**config.mk**
```make
export PLATFORM = sky130hd
export DESIGN_NAME = token_bucket_packet_shaper
export DESIGN_NICKNAME = d
export VERILOG_FILES = /design/src/rtl/tbps_pkg.sv /design/src/rtl/tbps_wait_queue.sv /design/src/rtl/token_bucket_packet_shaper.sv
export VERILOG_INCLUDE_DIRS = /design/src /design/src/rtl
export SDC_FILE = /design/constraint.sdc
export NUM_CORES = 1
export LEC_CHECK = 0
export BUFFER_PORTS_ARGS = -buffer_cell sky130_fd_sc_hd__buf_4
export CAP_MARGIN = 25
export CORE_MARGIN = 1.5
export CORE_UTILIZATION = 60
export CTS_CLUSTER_DIAMETER = 40
export CTS_CLUSTER_SIZE = 30
export DETAILED_ROUTE_END_ITERATION = 16
export PLACE_DENSITY = 0.79
export SETUP_SLACK_MARGIN = 0.1
export SYNTH_ARGS = -nofsm -noshare
export SYNTH_HDL_FRONTEND = slang
export SYNTH_HIERARCHICAL = 1
export SYNTH_SLANG_ARGS = --single-unit
```
**constraint.sdc**
```tcl
create_clock -name clk_i -period 10.29 [get_ports clk_i]
set_clock_uncertainty 0.05 [all_clocks]
set_input_delay 1.029 -clock clk_i [delete_from_list [all_inputs] [get_ports clk_i]]
set_output_delay 1.029 -clock clk_i [all_outputs]
set_load 0.05 [all_outputs]
```
**src/rtl/token_bucket_packet_shaper_defines.svh**
```systemverilog
// assertion macros for the token bucket packet shaper
// used by the rtl files that carry assertions; expects clk_i and rst_ni in scope
`ifndef TOKEN_BUCKET_PACKET_SHAPER_DEFINES_SVH
`define TOKEN_BUCKET_PACKET_SHAPER_DEFINES_SVH
`ifndef SYNTH
`define TBPS_ASSERT(lbl, prop, msg) \
  lbl: assert property (@(posedge clk_i) disable iff (!rst_ni) (prop)) else $error(msg);
`define TBPS_ASSERT_ALWAYS(lbl, prop, msg) \
  lbl: assert property (@(posedge clk_i) (prop)) else $error(msg);
`else
`define TBPS_ASSERT(lbl, prop, msg)
`define TBPS_ASSERT_ALWAYS(lbl, prop, msg)
`endif
`endif

```
**src/rtl/tbps_pkg.sv**
```systemverilog
// package for the token bucket packet shaper: sizes, register map and payload types
// no dependencies
package tbps_pkg;

  localparam int QUEUE_DEPTH = 16;
  localparam int PTR_W       = (QUEUE_DEPTH > 1) ? $clog2(QUEUE_DEPTH) : 1;
  localparam int CNT_W       = $clog2(QUEUE_DEPTH + 1);

  localparam int PADDR_W     = 3;
  localparam int REG_IDX_W   = PADDR_W - 2;
  localparam logic [REG_IDX_W-1:0] REG_BUCKET_CAPACITY = REG_IDX_W'(0);
  localparam logic [15:0] CAPACITY_RESET = 16'd10;

  localparam logic OP_TICK    = 1'b0;
  localparam logic OP_ARRIVAL = 1'b1;

  typedef struct packed {
    logic        op;
    logic [15:0] packet_id;
    logic [15:0] tokens_needed;
  } tbps_in_t;

  typedef struct packed {
    logic        released;
    logic [15:0] released_id;
    logic        packet_dropped;
    logic        queue_overflow;
    logic        token_dropped;
    logic [15:0] tokens_now;
    logic [4:0]  queue_count;
    logic [31:0] dropped_token_total;
    logic [31:0] dropped_packet_total;
  } tbps_out_t;

  typedef struct packed {
    logic [15:0] id;
    logic [15:0] need;
  } tbps_entry_t;

  typedef struct packed {
    logic push;
    logic pop;
  } tbps_q_ctrl_t;

endpackage

```
**src/rtl/tbps_wait_queue.sv**
```systemverilog
// circular queue of waiting packets: register file with head and tail pointers
// depends on tbps_pkg and token_bucket_packet_shaper_defines.svh
`include "token_bucket_packet_shaper_defines.svh"

module tbps_wait_queue
  import tbps_pkg::*;
(
  input  logic                clk_i,
  input  logic                rst_ni,
  input  tbps_q_ctrl_t        ctrl_i,
  input  tbps_entry_t         push_entry_i,
  output tbps_entry_t         head_entry_o,
  output logic [CNT_W-1:0]    count_o
);

  tbps_entry_t          entries_q [QUEUE_DEPTH];
  logic [PTR_W-1:0]     head_q, head_d;
  logic [PTR_W-1:0]     tail_q, tail_d;
  logic [CNT_W-1:0]     count_q, count_d;

  function automatic logic [PTR_W-1:0] next_ptr(input logic [PTR_W-1:0] p);
    next_ptr = (p == PTR_W'(QUEUE_DEPTH - 1)) ? '0 : p + PTR_W'(1);
  endfunction

  always_comb begin
    head_d  = head_q;
    tail_d  = tail_q;
    count_d = count_q;
    if (ctrl_i.push) begin
      tail_d  = next_ptr(tail_q);
      count_d = count_q + CNT_W'(1);
    end
    if (ctrl_i.pop) begin
      head_d  = next_ptr(head_q);
      count_d = count_q - CNT_W'(1);
    end
  end

  always_ff @(posedge clk_i or negedge rst_ni) begin
    if (!rst_ni) begin
      head_q  <= '0;
      tail_q  <= '0;
      count_q <= '0;
    end else begin
      head_q  <= head_d;
      tail_q  <= tail_d;
      count_q <= count_d;
    end
  end

  always_ff @(posedge clk_i) begin
    if (ctrl_i.push) begin
      entries_q[tail_q] <= push_entry_i;
    end
  end

  assign head_entry_o = entries_q[head_q];
  assign count_o      = count_q;

  `TBPS_ASSERT(a_no_push_and_pop, !(ctrl_i.push && ctrl_i.pop), "push and pop together")
  `TBPS_ASSERT(a_no_push_full, ctrl_i.push |-> (count_q < CNT_W'(QUEUE_DEPTH)),
               "push into full queue")
  `TBPS_ASSERT(a_no_pop_empty, ctrl_i.pop |-> (count_q != '0), "pop from empty queue")
  `TBPS_ASSERT(a_empty_ptrs, (count_q == '0) |-> (head_q == tail_q),
               "empty queue with pointers apart")
  `TBPS_ASSERT_ALWAYS(a_count_range, !rst_ni || (count_q <= CNT_W'(QUEUE_DEPTH)),
                      "queue count out of range")

endmodule

```
**src/rtl/token_bucket_packet_shaper.sv**
```systemverilog
// token bucket packet shaper: one result per tick or arrival
// from transfer in to result valid: input register, then result register
// throughput one item per cycle unless stalled; bucket, queue, counters update in a single pass
// reset: capacity 10, bucket empty, queue empty, drop counters zero; queue entries not cleared
// depends on tbps_pkg, tbps_wait_queue and token_bucket_packet_shaper_defines.svh
`include "token_bucket_packet_shaper_defines.svh"

module token_bucket_packet_shaper
  import tbps_pkg::*;
(
  input  logic               clk_i,
  input  logic               rst_ni,
  input  logic               in_valid_i,
  output logic               in_stall_o,
  input  tbps_in_t           in_data_i,
  output logic               out_valid_o,
  input  logic               out_stall_i,
  output tbps_out_t          out_data_o,
  input  logic               psel,
  input  logic               penable,
  input  logic               pwrite,
  input  logic [PADDR_W-1:0] paddr,
  input  logic [31:0]        pwdata,
  output logic [31:0]        prdata,
  output logic               pready
);

  logic               stage_valid_q, stage_valid_d;
  tbps_in_t           stage_q;
  logic               out_valid_q, out_valid_d;
  tbps_out_t          out_q, out_d;
  logic [15:0]        capacity_q;
  logic [15:0]        level_q, level_d;
  logic [31:0]        tok_drops_q, tok_drops_d;
  logic [31:0]        pkt_drops_q, pkt_drops_d;
  logic               advance;
  logic               in_take;
  logic               cfg_write;
  logic [REG_IDX_W-1:0] reg_idx;
  tbps_q_ctrl_t       q_ctrl;
  tbps_entry_t        push_entry;
  tbps_entry_t        head_entry;
  logic [CNT_W-1:0]   q_count;
  logic [CNT_W-1:0]   q_count_after;
  logic [15:0]        tick_level;

  assign advance    = stage_valid_q && (!out_valid_q || !out_stall_i);
  assign in_stall_o = stage_valid_q && !advance;
  assign in_take    = in_valid_i && !in_stall_o;

  // configuration port
  assign pready    = 1'b1;
  assign reg_idx   = paddr[PADDR_W-1:2];
  assign cfg_write = psel && penable && pwrite && pready && (reg_idx == REG_BUCKET_CAPACITY);

  always_comb begin
    case (reg_idx)
      REG_BUCKET_CAPACITY: prdata = {16'd0, capacity_q};
      default:             prdata = '0;
    endcase
  end

  always_ff @(posedge clk_i or negedge rst_ni) begin
    if (!rst_ni) begin
      capacity_q <= CAPACITY_RESET;
    end else if (cfg_write) begin
      capacity_q <= pwdata[15:0];
    end
  end

  tbps_wait_queue u_wait_queue (
    .clk_i        (clk_i),
    .rst_ni       (rst_ni),
    .ctrl_i       (q_ctrl),
    .push_entry_i (push_entry),
    .head_entry_o (head_entry),
    .count_o      (q_count)
  );

  assign push_entry.id   = stage_q.packet_id;
  assign push_entry.need = stage_q.tokens_needed;

  always_comb begin
    level_d       = level_q;
    tok_drops_d   = tok_drops_q;
    pkt_drops_d   = pkt_drops_q;
    q_ctrl        = '0;
    q_count_after = q_count;
    out_d         = '0;
    tick_level    = level_q;

    if (stage_q.op == OP_TICK) begin
      if (level_q >= capacity_q) begin
        out_d.token_dropped = 1'b1;
        tok_drops_d = (tok_drops_q == '1) ? tok_drops_q : tok_drops_q + 32'd1;
      end else begin
        tick_level = level_q + 16'd1;
      end
      level_d = tick_level;
      if ((q_count != '0) && (tick_level >= head_entry.need)) begin
        level_d           = tick_level - head_entry.need;
        out_d.released    = 1'b1;
        out_d.released_id = head_entry.id;
        q_ctrl.pop        = 1'b1;
        q_count_after     = q_count - CNT_W'(1);
      end
    end else begin
      if (stage_q.tokens_needed > capacity_q) begin
        out_d.packet_dropped = 1'b1;
        pkt_drops_d = (pkt_drops_q == '1) ? pkt_drops_q : pkt_drops_q + 32'd1;
      end else if (q_count >= CNT_W'(QUEUE_DEPTH)) begin
        out_d.packet_dropped = 1'b1;
        out_d.queue_overflow = 1'b1;
        pkt_drops_d = (pkt_drops_q == '1) ? pkt_drops_q : pkt_drops_q + 32'd1;
      end else if ((q_count == '0) && (level_q >= stage_q.tokens_needed)) begin
        level_d           = level_q - stage_q.tokens_needed;
        out_d.released    = 1'b1;
        out_d.released_id = stage_q.packet_id;
      end else begin
        q_ctrl.push   = 1'b1;
        q_count_after = q_count + CNT_W'(1);
      end
    end

    out_d.tokens_now           = level_d;
    out_d.queue_count          = 5'(q_count_after);
    out_d.dropped_token_total  = tok_drops_d;
    out_d.dropped_packet_total = pkt_drops_d;

    if (!advance) begin
      q_ctrl = '0;
    end
  end

  always_comb begin
    stage_valid_d = stage_valid_q;
    if (in_take) begin
      stage_valid_d = 1'b1;
    end else if (advance) begin
      stage_valid_d = 1'b0;
    end
    out_valid_d = out_valid_q;
    if (advance) begin
      out_valid_d = 1'b1;
    end else if (!out_stall_i) begin
      out_valid_d = 1'b0;
    end
  end

  always_ff @(posedge clk_i or negedge rst_ni) begin
    if (!rst_ni) begin
      stage_valid_q <= 1'b0;
      out_valid_q   <= 1'b0;
      level_q       <= '0;
      tok_drops_q   <= '0;
      pkt_drops_q   <= '0;
    end else begin
      stage_valid_q <= stage_valid_d;
      out_valid_q   <= out_valid_d;
      if (advance) begin
        level_q     <= level_d;
        tok_drops_q <= tok_drops_d;
        pkt_drops_q <= pkt_drops_d;
      end
    end
  end

  always_ff @(posedge clk_i) begin
    if (in_take) begin
      stage_q <= in_data_i;
    end
    if (advance) begin
      out_q <= out_d;
    end
  end

  assign out_valid_o = out_valid_q;
  assign out_data_o  = out_q;

  `TBPS_ASSERT(a_ovf_is_drop, (out_valid_q && out_q.queue_overflow) |-> out_q.packet_dropped, "overflow without drop")
  `TBPS_ASSERT(a_rel_drop_excl, out_valid_q |-> !(out_q.released && out_q.packet_dropped), "packet released and dropped")
  `TBPS_ASSERT(a_tok_pkt_excl, out_valid_q |-> !(out_q.token_dropped && out_q.packet_dropped), "token and packet drop together")
  `TBPS_ASSERT(a_idle_id_zero, (out_valid_q && !out_q.released) |-> (out_q.released_id == '0), "id without release")

endmodule

```
# Word-level counts from Yosys, hierarchy flattened
# Memories as Yosys holds them, arrays and structs flattened.
# Cells that the tools add are included.
# W data, S select, Z words.
dict set report totals {
  ff_bits 249
  ram_bits 512
  output_inout_bits 140
  n_memories 1
}
# memory depth word_bits rd rd_ports_with_merged_regs wr line_no
set mem_list {}
lappend mem_list {u_wait_queue.entries_q 16 32 1 0 1 tbps_wait_queue.sv:16} ;# tbps_entry_t entries_q [QUEUE_DEPTH];
dict set report classes {
  addsub 9
  n_lt_le_gt_ge 5
  n_eq_ne 5
  n_mux 45
  n_bitwise 2
  n_reduce_logical 18
}
# op n
set op_table {}
lappend op_table {{$mux W32} 7}
lappend op_table {{$mux W16} 8}
lappend op_table {{$mux W17} 5}
lappend op_table {{$add A32 B1 Y32 const B} 2}
lappend op_table {{$eq A32 B32 Y1 const B} 2}
lappend op_table {{$ge A16 B16 Y1} 3}
lappend op_table {{$mux W5} 7}
lappend op_table {{$sub A16 B16 Y16} 2}
lappend op_table {{$add A16 B1 Y16 const B} 1}
lappend op_table {{$gt A16 B16 Y1} 1}
lappend op_table {{$mux W1} 14}
lappend op_table {{$add A4 B1 Y4 const B} 2}
lappend op_table {{$eq A4 B4 Y1 const B} 2}
lappend op_table {{$logic_and A1 B1 Y1} 8}
lappend op_table {{$mux W4} 2}
lappend op_table {{$add A5 B1 Y5 const B} 1}
lappend op_table {{$ge A5 B5 Y1 const B} 1}
lappend op_table {{$logic_not A5 Y1} 1}
lappend op_table {{$reduce_bool A5 Y1} 1}
lappend op_table {{$sub A5 B1 Y5 const B} 1}
lappend op_table {{$logic_not A1 Y1} 4}
lappend op_table {{$mux W2} 2}
lappend op_table {{$reduce_bool A2 Y1} 2}
lappend op_table {{$ne A2 B1 Y1 const B} 1}
lappend op_table {{3 further kinds} 4}

# Longest topological paths before layout
# Gate-level depths: netlist of the first run.
dict set report depth {
  depth_word 10
  mapped_depth 23
}

# Modules after synthesis
# The synthesis of the first run kept the hierarchy.
# module instances cells_per_inst area_each_um2 seq_area_each_um2
set modules_own_cells {}
lappend modules_own_cells {tbps_wait_queue 1 949 20400.8 15700.1}
lappend modules_own_cells {token_bucket_packet_shaper 1 1247 13177.6 6598.8}

# Worst setup path before layout of the first run
# No wires, ideal clock.
dict set report synth_timing {
  path_kind {reg2reg}
  start {register stage_q (netlist bit push_entry[11])}
  end {memory u_wait_queue/entries_q[0][0] (netlist bit) (enable)}
  t_arrival_ps 5120
  path_slack_ps 4660
  path_stages_with_launch 13
  period_less_slack_ps 5630
  path_cell_list {edfxtp_1 ha_1 nand4_2 nor4_2 and4_1 a21oi_1 or3_1 clkbuf_1 nor3b_1 and2_1 clkbuf_1 nand2_1 nor3_1}
}
# element line_no
set synth_lines {}
lappend synth_lines {{from (decl)} token_bucket_packet_shaper.sv:29} ;# tbps_in_t stage_q;
lappend synth_lines {{from (signal assigned)} token_bucket_packet_shaper.sv:170} ;# stage_q <= in_data_i;
lappend synth_lines {{to (decl)} tbps_wait_queue.sv:16}

==> metrics.md, run 1 <==
| Metric | Value |
|---|---|
| Status | completed |
| Worst-Margin Slew | 1060 ps |
| Antenna Violating Nets Remaining | 0 |
| WP data arrival | 7600 ps |
| Starting density of the core | 60.8% |
| WP depth | 18 |
| Share of cells above drive strength 1 | 21.5% |
| Ys Warns | 6 |
| Yosys top cell area share | 58.1% |
| P&R area growth vs syn | 16.1% |
| CTS tree | built |
| Register area | 22300 um^2 |
| Vias in the first global route | 20.1k |
| Detailed Place HPWL | 45.2 mm |
| Power Density | 281 nW/um^2 |
| Post-CTS Hold Fix Bufs | 0 |
| Initial antenna violation count | 1 |
| Total gr overflow | 0 |
| Post-synth EDFFs | 650 |
| CTS buffer count | 96 |
| Via count | 20.1k |
| GP Congestion | 0.904 |
| Crit-path slowest cell | and2_2 |
| Post-CTS Setup Repair Bufs | 0 |
| Initial DRC count | 1746 |
| Area contributors post-synth | edfxtp_1 58%, dfrtp_1 8.1%, mux4_2 5.1%, mux2i_1 3.0%, ha_1 2.9% |
| Post-cts resize count | 0 |
| Total of max-cap violations | 0 |
| RSZ-0062 raised after global routing | false |
| Core Box Area | 55200 um^2 |
| Sequential share of the synthesized area | 66.4% |
| Clock root buffer | clkbuf_16 |
| Critical Path RT | 10790 ps |
| Die width | 240 um |
| Largest net degree at the start of global routing | 85 |
| Post-synth top area cell | edfxtp_1 |
| Reg2Reg Setup Slack | 3190 ps |
| # setup viols final | 0 |
| WL/cell | 24.5 um |
| Final Max Slew Viols | 0 |
| Fin. Hold Viols | 0 |
| Rows | 86 |
| Fmax | 141 MHz |
| Critical path's most frequent cell | a21oi_1 |
| Drt via density | 6.20 |
| Slew HR | 29.2% |
| Seq cells post-synth | 761 |
| Worst setup margin | 3190 ps |
| Port buffer count | 179 |
| Number of I/O pins | 215 |
| Hold crit path type | in2async |
| Post-synth cell types | 74 |
| Maximum vdd drop | 0.000211 V |
| Post-Place Setup Slack | 3350 ps |
| Synthesized area per cell | 15.3 um^2 |
| H-tree levels | 3 |
| Startpoint types | register |
| # nets final | 2563 |
| Worst Setup End Kind | register |
| Die Span Y | 240 um |
| Clock transition at the registers of the reported paths | 70 ps |
| Die area | 57400 um^2 |
| Routed WL | 79.5 mm |
| CP Cell Sequence | buf_4 > and2_2 > a22oi_1 > a32oi_1 > o21ai_1 > inv_1 > ha_1 > a21oi_1 > nand3_1 > a31o_2 > a211oi_1 > or3_1 > nor2_1 > fa_1 > a21o_1 > a21oi_1 > mux2i_1 > xnor2_1 |
| Slowest stage delay, CP | 920 ps |
| Total power | 10.9 mW |
| CP Max Fanout | 34 |
| # DRC | 0 |
| Reg2Reg Depth | 18 |
| Min Hold Slack | 387 ps |
| TritonCTS Sinks | 761 |
| R2r startpoint | u_wait_queue/head_q[0]$_DFFE_PN0P_ |
| Synthesized cell area | 33600 um^2 |
| Filler Cell Count | 3468 |
| Crit-path leading delay family | compound AO/OA/AOI/OAI gates |
| Non-Filler Instances | 3239 |
| Multi-input logic area | 10500 um^2 |
| Fin crit period | 7100 ps |
| Post-synth ARST share | 14.6% |
| TNS Setup | 0 ps |
| Main synth FF type | edfxtp_1 |
| Critical path class | reg2reg |
| Total track usage | 28.1% |
| Post-Synthesis Cells | 2196 |
| Maximum root-to-sink buffer count | 3 |
| Leak pwr | 14.6 nW |
| WP buf/inv | 2 |
| Dpl cells | 3057 |
| Worst skew pair latency | 640 ps |
| Final period util | 69.0% |
| First-pass DRT Iterations | 5 |
| Worst R2R End | u_wait_queue/count_o[4]$_DFFE_PN0P_ |
| Wire length of the first global-routing pass | 119 mm |
-- per-stage QoR --
| stage | util [%] | cell area (um^2) |
|---|---|---|
| final | 70.6 | 39000 |
| after CTS | 70.5 | 38900 |
| after detailed placement | 64.6 | 35700 |
| after global routing | 70.6 | 39000 |
| after global placement | 64.6 | 35700 |
| after floorplan | - | 33600 |
-- cell type report --
type	count	share of cell area [%]
multi-input cells	1254	27.0
flip-flops and latches	761	57.2
clock buffers	104	6.46
inverters	81	0.793
diodes	1	0.00642
well taps	748	2.40
clock inverters	76	1.92
repair buffers	214	4.17
-- worst max path at each step --
stage                                  startpoint                                     end
2_1_floorplan            push_entry[11]$_DFFE_PP_  u_wait_queue/entries_q[0][0]$_DFFE_PP_
3_3_place_gp   u_wait_queue/head_q[0]$_DFFE_PN0P_     u_wait_queue/count_o[4]$_DFFE_PN0P_
3_5_place_dp   u_wait_queue/head_q[0]$_DFFE_PN0P_     u_wait_queue/count_o[4]$_DFFE_PN0P_
4_1_cts        u_wait_queue/head_q[0]$_DFFE_PN0P_     u_wait_queue/count_o[4]$_DFFE_PN0P_
5_1_grt        u_wait_queue/head_q[0]$_DFFE_PN0P_     u_wait_queue/count_o[4]$_DFFE_PN0P_
6_report       u_wait_queue/head_q[0]$_DFFE_PN0P_     u_wait_queue/count_o[4]$_DFFE_PN0P_
-- cell usage in the layout (no fill, tap or decap), drive strengths merged, types with 17 or more instances in the layout --
cell type / count
conb: 17
nor2: 142
mux4: 96
a21o: 20
o21ai: 70
a22o: 18
a32oi: 33
edfxtp: 650
mux2: 30
ha: 77
nand2: 116
xor2: 104
a21oi: 41
a22oi: 39
xnor2: 64
nand4: 29
clkinv: 29
mux2i: 100
clkbuf: 104
buf: 214
nand3: 45
a31oi: 18
inv: 118
dfrtp: 109
nor3: 49
-- cells in the mapped netlist, drive strengths merged, types with 7 or more instances --
library cell,instances
a21o,20
a21oi,41
a22o,18
a22oi,39
a31oi,18
a32oi,33
and2,14
and3,11
buf,69
clkbuf,46
dfrtp,109
edfxtp,650
ha,77
inv,81
mux2,30
mux2i,100
mux4,96
nand2,116
nand2b,14
nand3,45
nand4,29
nor2,142
nor2b,7
nor3,49
nor4,8
o21ai,70
xnor2,64
xor2,104
-- power breakdown --
| group | total, mW | internal [mW] | switching (mW) |
|---|---|---|---|
| sequential | 3.97 | 3.63 | 0.342 |
| combinational | 3.63 | 1.45 | 2.17 |
| clock | 3.35 | 1.94 | 1.41 |
| total | 10.9 | 7.03 | 3.92 |
-- per-layer routing --
layer | wire length [um] | track usage [%] | vias to the layer above
met3 | 6180 | 4.70 | 196
met4 | 3030 | 12.3 | 0
li1 | - | - | 8878
met1 | 31200 | 37.0 | 10100
met2 | 39000 | 46.5 | 924
met5 | 0 | 0 | -
-- state kept, by name, indices dropped and copies added, names as in the netlist, 4 cells and up --
signal                  count
capacity_q                 16
level_q                    16
out_data_o                105
pkt_drops_q                32
push_entry                 32
tok_drops_q                32
u_wait_queue/count_o        5
u_wait_queue/entries_q    512
u_wait_queue/head_q         4
u_wait_queue/tail_q         4
-- worst reg2reg max path, stage by stage (launching register included) --
cell and delay, ps:
dfrtp_4 860, buf_4 680, and2_2 950, a22oi_1 300
a32oi_1 290, o21ai_1 190, inv_1 100, ha_1 300
a21oi_1 270, nand3_1 130, a31o_2 260, a211oi_1 570
or3_1 450, nor2_1 330, fa_1 530, a21o_1 190
a21oi_1 180, mux2i_1 250, xnor2_1 140
-- cell families after synthesis --
| logic type | share of synthesized area (%) |
|---|---|
| flops | 66.4 |
| simple gates | 6.59 |
| compound gates | 6.09 |
| mux | 10.7 |
| buf+inv | 2.79 |
| xor+xnor | 4.38 |
| fa+ha+maj | 3.05 |
| other cells | 0.0224 |
Power figures use the tool's default switching activity.
==> run 2, diff against run 1 <==
--- a/config.mk
+++ b/config.mk
@@ -6,6 +6,7 @@
 export SDC_FILE = /design/constraint.sdc
 export NUM_CORES = 1
 export LEC_CHECK = 0
+export ABC_AREA = 1
 export BUFFER_PORTS_ARGS = -buffer_cell sky130_fd_sc_hd__buf_4
 export CAP_MARGIN = 25
 export CORE_MARGIN = 1.5
@@ -13,7 +14,7 @@
 export CTS_CLUSTER_DIAMETER = 40
 export CTS_CLUSTER_SIZE = 30
 export DETAILED_ROUTE_END_ITERATION = 16
-export PLACE_DENSITY = 0.79
+export PLACE_DENSITY = 0.78
 export SETUP_SLACK_MARGIN = 0.1
 export SYNTH_ARGS = -nofsm -noshare
 export SYNTH_HDL_FRONTEND = slang
==> constraint.sdc (replaced) <==
create_clock -name clk_i -period 6.88 [get_ports clk_i]
set_clock_uncertainty 0.05 [all_clocks]
set_input_delay 0.688 -clock clk_i [delete_from_list [all_inputs] [get_ports clk_i]]
set_output_delay 0.688 -clock clk_i [all_outputs]
set_load 0.05 [all_outputs]
==> run 2 against run 1 <==
Critical path depth increased by 13; sequential power increased by 48%; fmax increased by 22%; hold slack got worse by 380 ps; via count increased by 57%; clock-buffer cell count increased by 10; area after synthesis increased by 18%; final area increased by 16%; first-iteration DRC count increased by 91%; global-route usage increased by 2.0 points; largest power group is now combinational logic.
==> metrics.md, run 2 <==
| Metric | Value |
|---|---|
| Status | completed (unchanged) |
| First-pass DRT Iterations | 8 (was 5) |
| Internal cell power | 10.8 mW (was 7.03 mW) |
| Sequential share of the synthesized area | 56.2% (was 66.4%) |
| Fmax | 171 MHz (was 141 MHz) |
| Critical path class | reg2reg (unchanged) |
| Top-count cell post-synth | nand2_1 (was edfxtp_1) |
| Clock transition at the registers of the reported paths | 60 ps (was 70 ps) |
| Total of max-cap violations | 0 (unchanged) |
| Vias in the first global route | 29.9k (was 20.1k) |
| Yosys top cell area share | 49.2% (was 58.1%) |
| Reg2Reg Depth | 31 (was 18) |
| Post-CTS Hold Fix Bufs | 0 (unchanged) |
| Synthesized area per cell | 8.48 um^2 (was 15.3 um^2) |
| Ys Warns | 6 (unchanged) |
| Port buffer count | 179 (unchanged) |
| Core Box Area | 65600 um^2 (was 55200 um^2) |
| Crit-path slowest cell | nor2_1 (was and2_2) |
| Worst R2R End | u_wait_queue/count_o[4]$_DFFE_PN0P_ (unchanged) |
| Largest register FFs | 512 (unchanged) |
| Die Span Y | 260 um (was 240 um) |
| Post-CTS Setup Repair Bufs | 0 (unchanged) |
| Critical Path RT | 7370 ps (was 10790 ps) |
| Startpoint types | register (unchanged) |
| Post-Synthesis Cells | 4684 (was 2196) |
| Post-synth EDFFs | 650 (unchanged) |
| Fin crit period | 5830 ps (was 7100 ps) |
| Post-synth cell types | 45 (was 74) |
| RSZ-0062 raised after global routing | false (unchanged) |
| Number of I/O pins | 215 (unchanged) |
| Cell area after layout | 45100 um^2 (was 39000 um^2) |
| Total gr overflow | 0 (unchanged) |
| Most common cell after layout, fill and taps aside | nand2_1 (was edfxtp_1) |
| Rows | 94 (was 86) |
| R2r startpoint | level_q[0]$_DFFE_PN0P_ (was u_wait_queue/head_q[0]$_DFFE_PN0P_) |
| Post-cts resize count | 0 (unchanged) |
| Worst skew pair latency | 660 ps (was 640 ps) |
| Comb pwr share | 37.8% (was 33.1%) |
| TritonCTS Sinks | 761 (unchanged) |
| Wire length of the first global-routing pass | 159 mm (was 119 mm) |
| # DRC | 0 (unchanged) |
| Antenna cell count | 0 (was 1) |
| P&R area growth vs syn | 13.5% (was 16.1%) |
| GP Congestion | 0.930 (was 0.904) |
| Largest net degree at the start of global routing | 189 (was 85) |
| Maximum vdd drop | 0.000320 V (was 0.000211 V) |
| CP Max Fanout | 33 (was 34) |
| Clock Power Share | 29.8% (was 30.6%) |
| Sw Share | 40.5% (was 35.8%) |
| Maximum root-to-sink buffer count | 3 (unchanged) |
| Post-Place Setup Slack | 1140 ps (was 3350 ps) |
| Main synth FF type | edfxtp_1 (unchanged) |
| Seq cells post-synth | 761 (unchanged) |
| Reg2Reg Setup Slack | 1050 ps (was 3190 ps) |
| Drt via density | 5.46 (was 6.20) |
| Post-synth top cells | 1828 x nand2_1, 739 x inv_1, 650 x edfxtp_1, 527 x nand3_1, 211 x nor2_1 (was 650 x edfxtp_1, 142 x nor2_1, 115 x nand2_1, 109 x dfrtp_1, 104 x xor2_1) |
| Final period util | 84.8% (was 69.0%) |
| Area contributors post-synth | edfxtp_1 49%, nand2_1 17%, inv_1 7.0%, dfrtp_1 6.9%, nand3_1 6.6% (was edfxtp_1 58%, dfrtp_1 8.1%, mux4_2 5.1%, mux2i_1 3.0%, ha_1 2.9%) |
| NetSw | 7.35 mW (was 3.92 mW) |
| Worst setup margin | 1050 ps (was 3190 ps) |
| Post-DP Area | 41500 um^2 (was 35700 um^2) |
| Post-synth ARST share | 14.6% (unchanged) |
| Register share of total power | 32.4% (was 36.3%) |
| Most frequent cells in the layout | 1827 x nand2_1, 737 x inv_1, 650 x edfxtp_1 (was 650 x edfxtp_1, 213 x buf_4, 127 x nor2_1) |
| WP data arrival | 6320 ps (was 7600 ps) |
| CTS tree | built (unchanged) |
| Final Max Slew Viols | 0 (unchanged) |
| Die area | 67700 um^2 (was 57400 um^2) |
| Total track usage | 30.1% (was 28.1%) |
| Synthesized cell area | 39700 um^2 (was 33600 um^2) |
| TNS Setup | 0 ps (unchanged) |
| Detailed Place HPWL | 62.4 mm (was 45.2 mm) |
| Die width | 260 um (was 240 um) |
| Post-synth top area cell | edfxtp_1 (unchanged) |
| Hold crit path type | in2async (unchanged) |
| # nets final | 4976 (was 2563) |
| Antenna Violating Nets Remaining | 0 (unchanged) |
| H-tree levels | 3 (unchanged) |
| Starting density of the core | 60.5% (was 60.8%) |
| Worst-Margin Slew | 1100 ps (was 1060 ps) |
| WL/cell | 17.6 um (was 24.5 um) |
| Most flops, register | u_wait_queue/entries_q (unchanged) |
| Fin. Hold Viols | 0 (unchanged) |
| # setup viols final | 0 (unchanged) |
| Power Density | 403 nW/um^2 (was 281 nW/um^2) |
| CTS buffer count | 97 (was 96) |
| Leak pwr | 21.1 nW (was 14.6 nW) |
| Initial antenna violation count | 0 (was 1) |
| Via count | 31.5k (was 20.1k) |
| Slowest stage delay, CP | 830 ps (was 920 ps) |
| Routed WL | 102 mm (was 79.5 mm) |
| Critical path's most frequent cell | nand2_1 (was a21oi_1) |
| Slew HR | 26.7% (was 29.2%) |
| Initial DRC count | 3340 (was 1746) |
| Worst Setup End Kind | register (unchanged) |
| Clock root buffer | clkbuf_16 (unchanged) |
| Filler Cell Count | 5012 (was 3468) |
| Share of cells above drive strength 1 | 9.83% (was 21.5%) |
[run 2: logic make-up (layout without fill, tap and decap cells)]
| kind of cell | count (synthesis) | in the layout | share of synthesized area, % |
|---|---|---|---|
| buffers and inverters | 949 | 1155 | 10.1 |
| and+or+nand+nor | 2679 | 2679 | 27.9 |
| DFF | 761 | 761 | 56.2 |
| xor gates and xnor gates | 45 | 45 | 0.993 |
| AOI/OAI and AO/OA | 168 | 168 | 2.25 |
| adders and majority gates | 80 | 80 | 2.58 |
| other | 2 | 17 | 0.0189 |
[run 2: metrics by stage]
| step | util, % | power [mW] | instances | hold WS (ps) |
|---|---|---|---|---|
| after detailed placement | 63.2 | 12.6 | 5585 | 468 |
| after floorplan | - | 10.8 | 4699 | 342 |
| after global routing | 68.7 | 19.1 | 5769 | 34.7 |
| after global placement | 63.2 | 12.5 | 5584 | 453 |
| final | 68.7 | 18.1 | 5769 | 6.85 |
| after CTS | 68.6 | 18.1 | 5768 | 1.43 |
[run 2: worst max path at each step]
stage | slack (ps) | from | to
3_5_place_dp | 1140 | level_q[0]$_DFFE_PN0P_ | u_wait_queue/count_o[4]$_DFFE_PN0P_
2_1_floorplan | 2270 | out_stall_i | out_data_o[0]$_DFFE_PP_
3_3_place_gp | 1340 | level_q[0]$_DFFE_PN0P_ | u_wait_queue/count_o[4]$_DFFE_PN0P_
6_report | 1050 | level_q[0]$_DFFE_PN0P_ | u_wait_queue/count_o[4]$_DFFE_PN0P_
4_1_cts | 1120 | level_q[0]$_DFFE_PN0P_ | u_wait_queue/count_o[4]$_DFFE_PN0P_
5_1_grt | 510 | level_q[0]$_DFFE_PN0P_ | u_wait_queue/count_o[4]$_DFFE_PN0P_
[run 2: power groups by stage]
stage	registers [mW]	clock network, mW	logic [mW]
final	5.87	5.41	6.86
after CTS	5.87	5.47	6.75
after floorplan	6.22	0	4.61
after global routing	5.91	5.65	7.54
after detailed placement	5.96	0	6.67
after global placement	5.94	0	6.55
[run 2: worst max-delay path: cells and delay by family (launching register included)]
kind                     cells  cell delay, ps
AO/OA/AOI/OAI                2             290
adder cells (fa/ha/maj)      4            1150
buffers and inverters        3             460
flip-flops                   1             510
AND/OR/NAND/NOR             22            3260
[run 2: layout make-up]
class | count | area (um^2) | share of cell area [%]
flip-flops and latches | 761 | 22300 | 49.5
well taps | 864 | 1080 | 2.40
inverters | 748 | 2820 | 6.26
clock inverters | 69 | 978 | 2.17
multi-input cells | 2989 | 13600 | 30.1
clock buffers | 114 | 2570 | 5.71
repair buffers | 224 | 1750 | 3.87
[run 2: per-layer routing]
layer / track usage, % / up-vias / wire length [um]
met1: 40.7 / 14800 / 41700
met2: 47.9 / 1430 / 47200
met5: 0 / - / 0
li1: - / 15100 / -
met4: 14.4 / 0 / 4490
met3: 4.42 / 246 / 8350
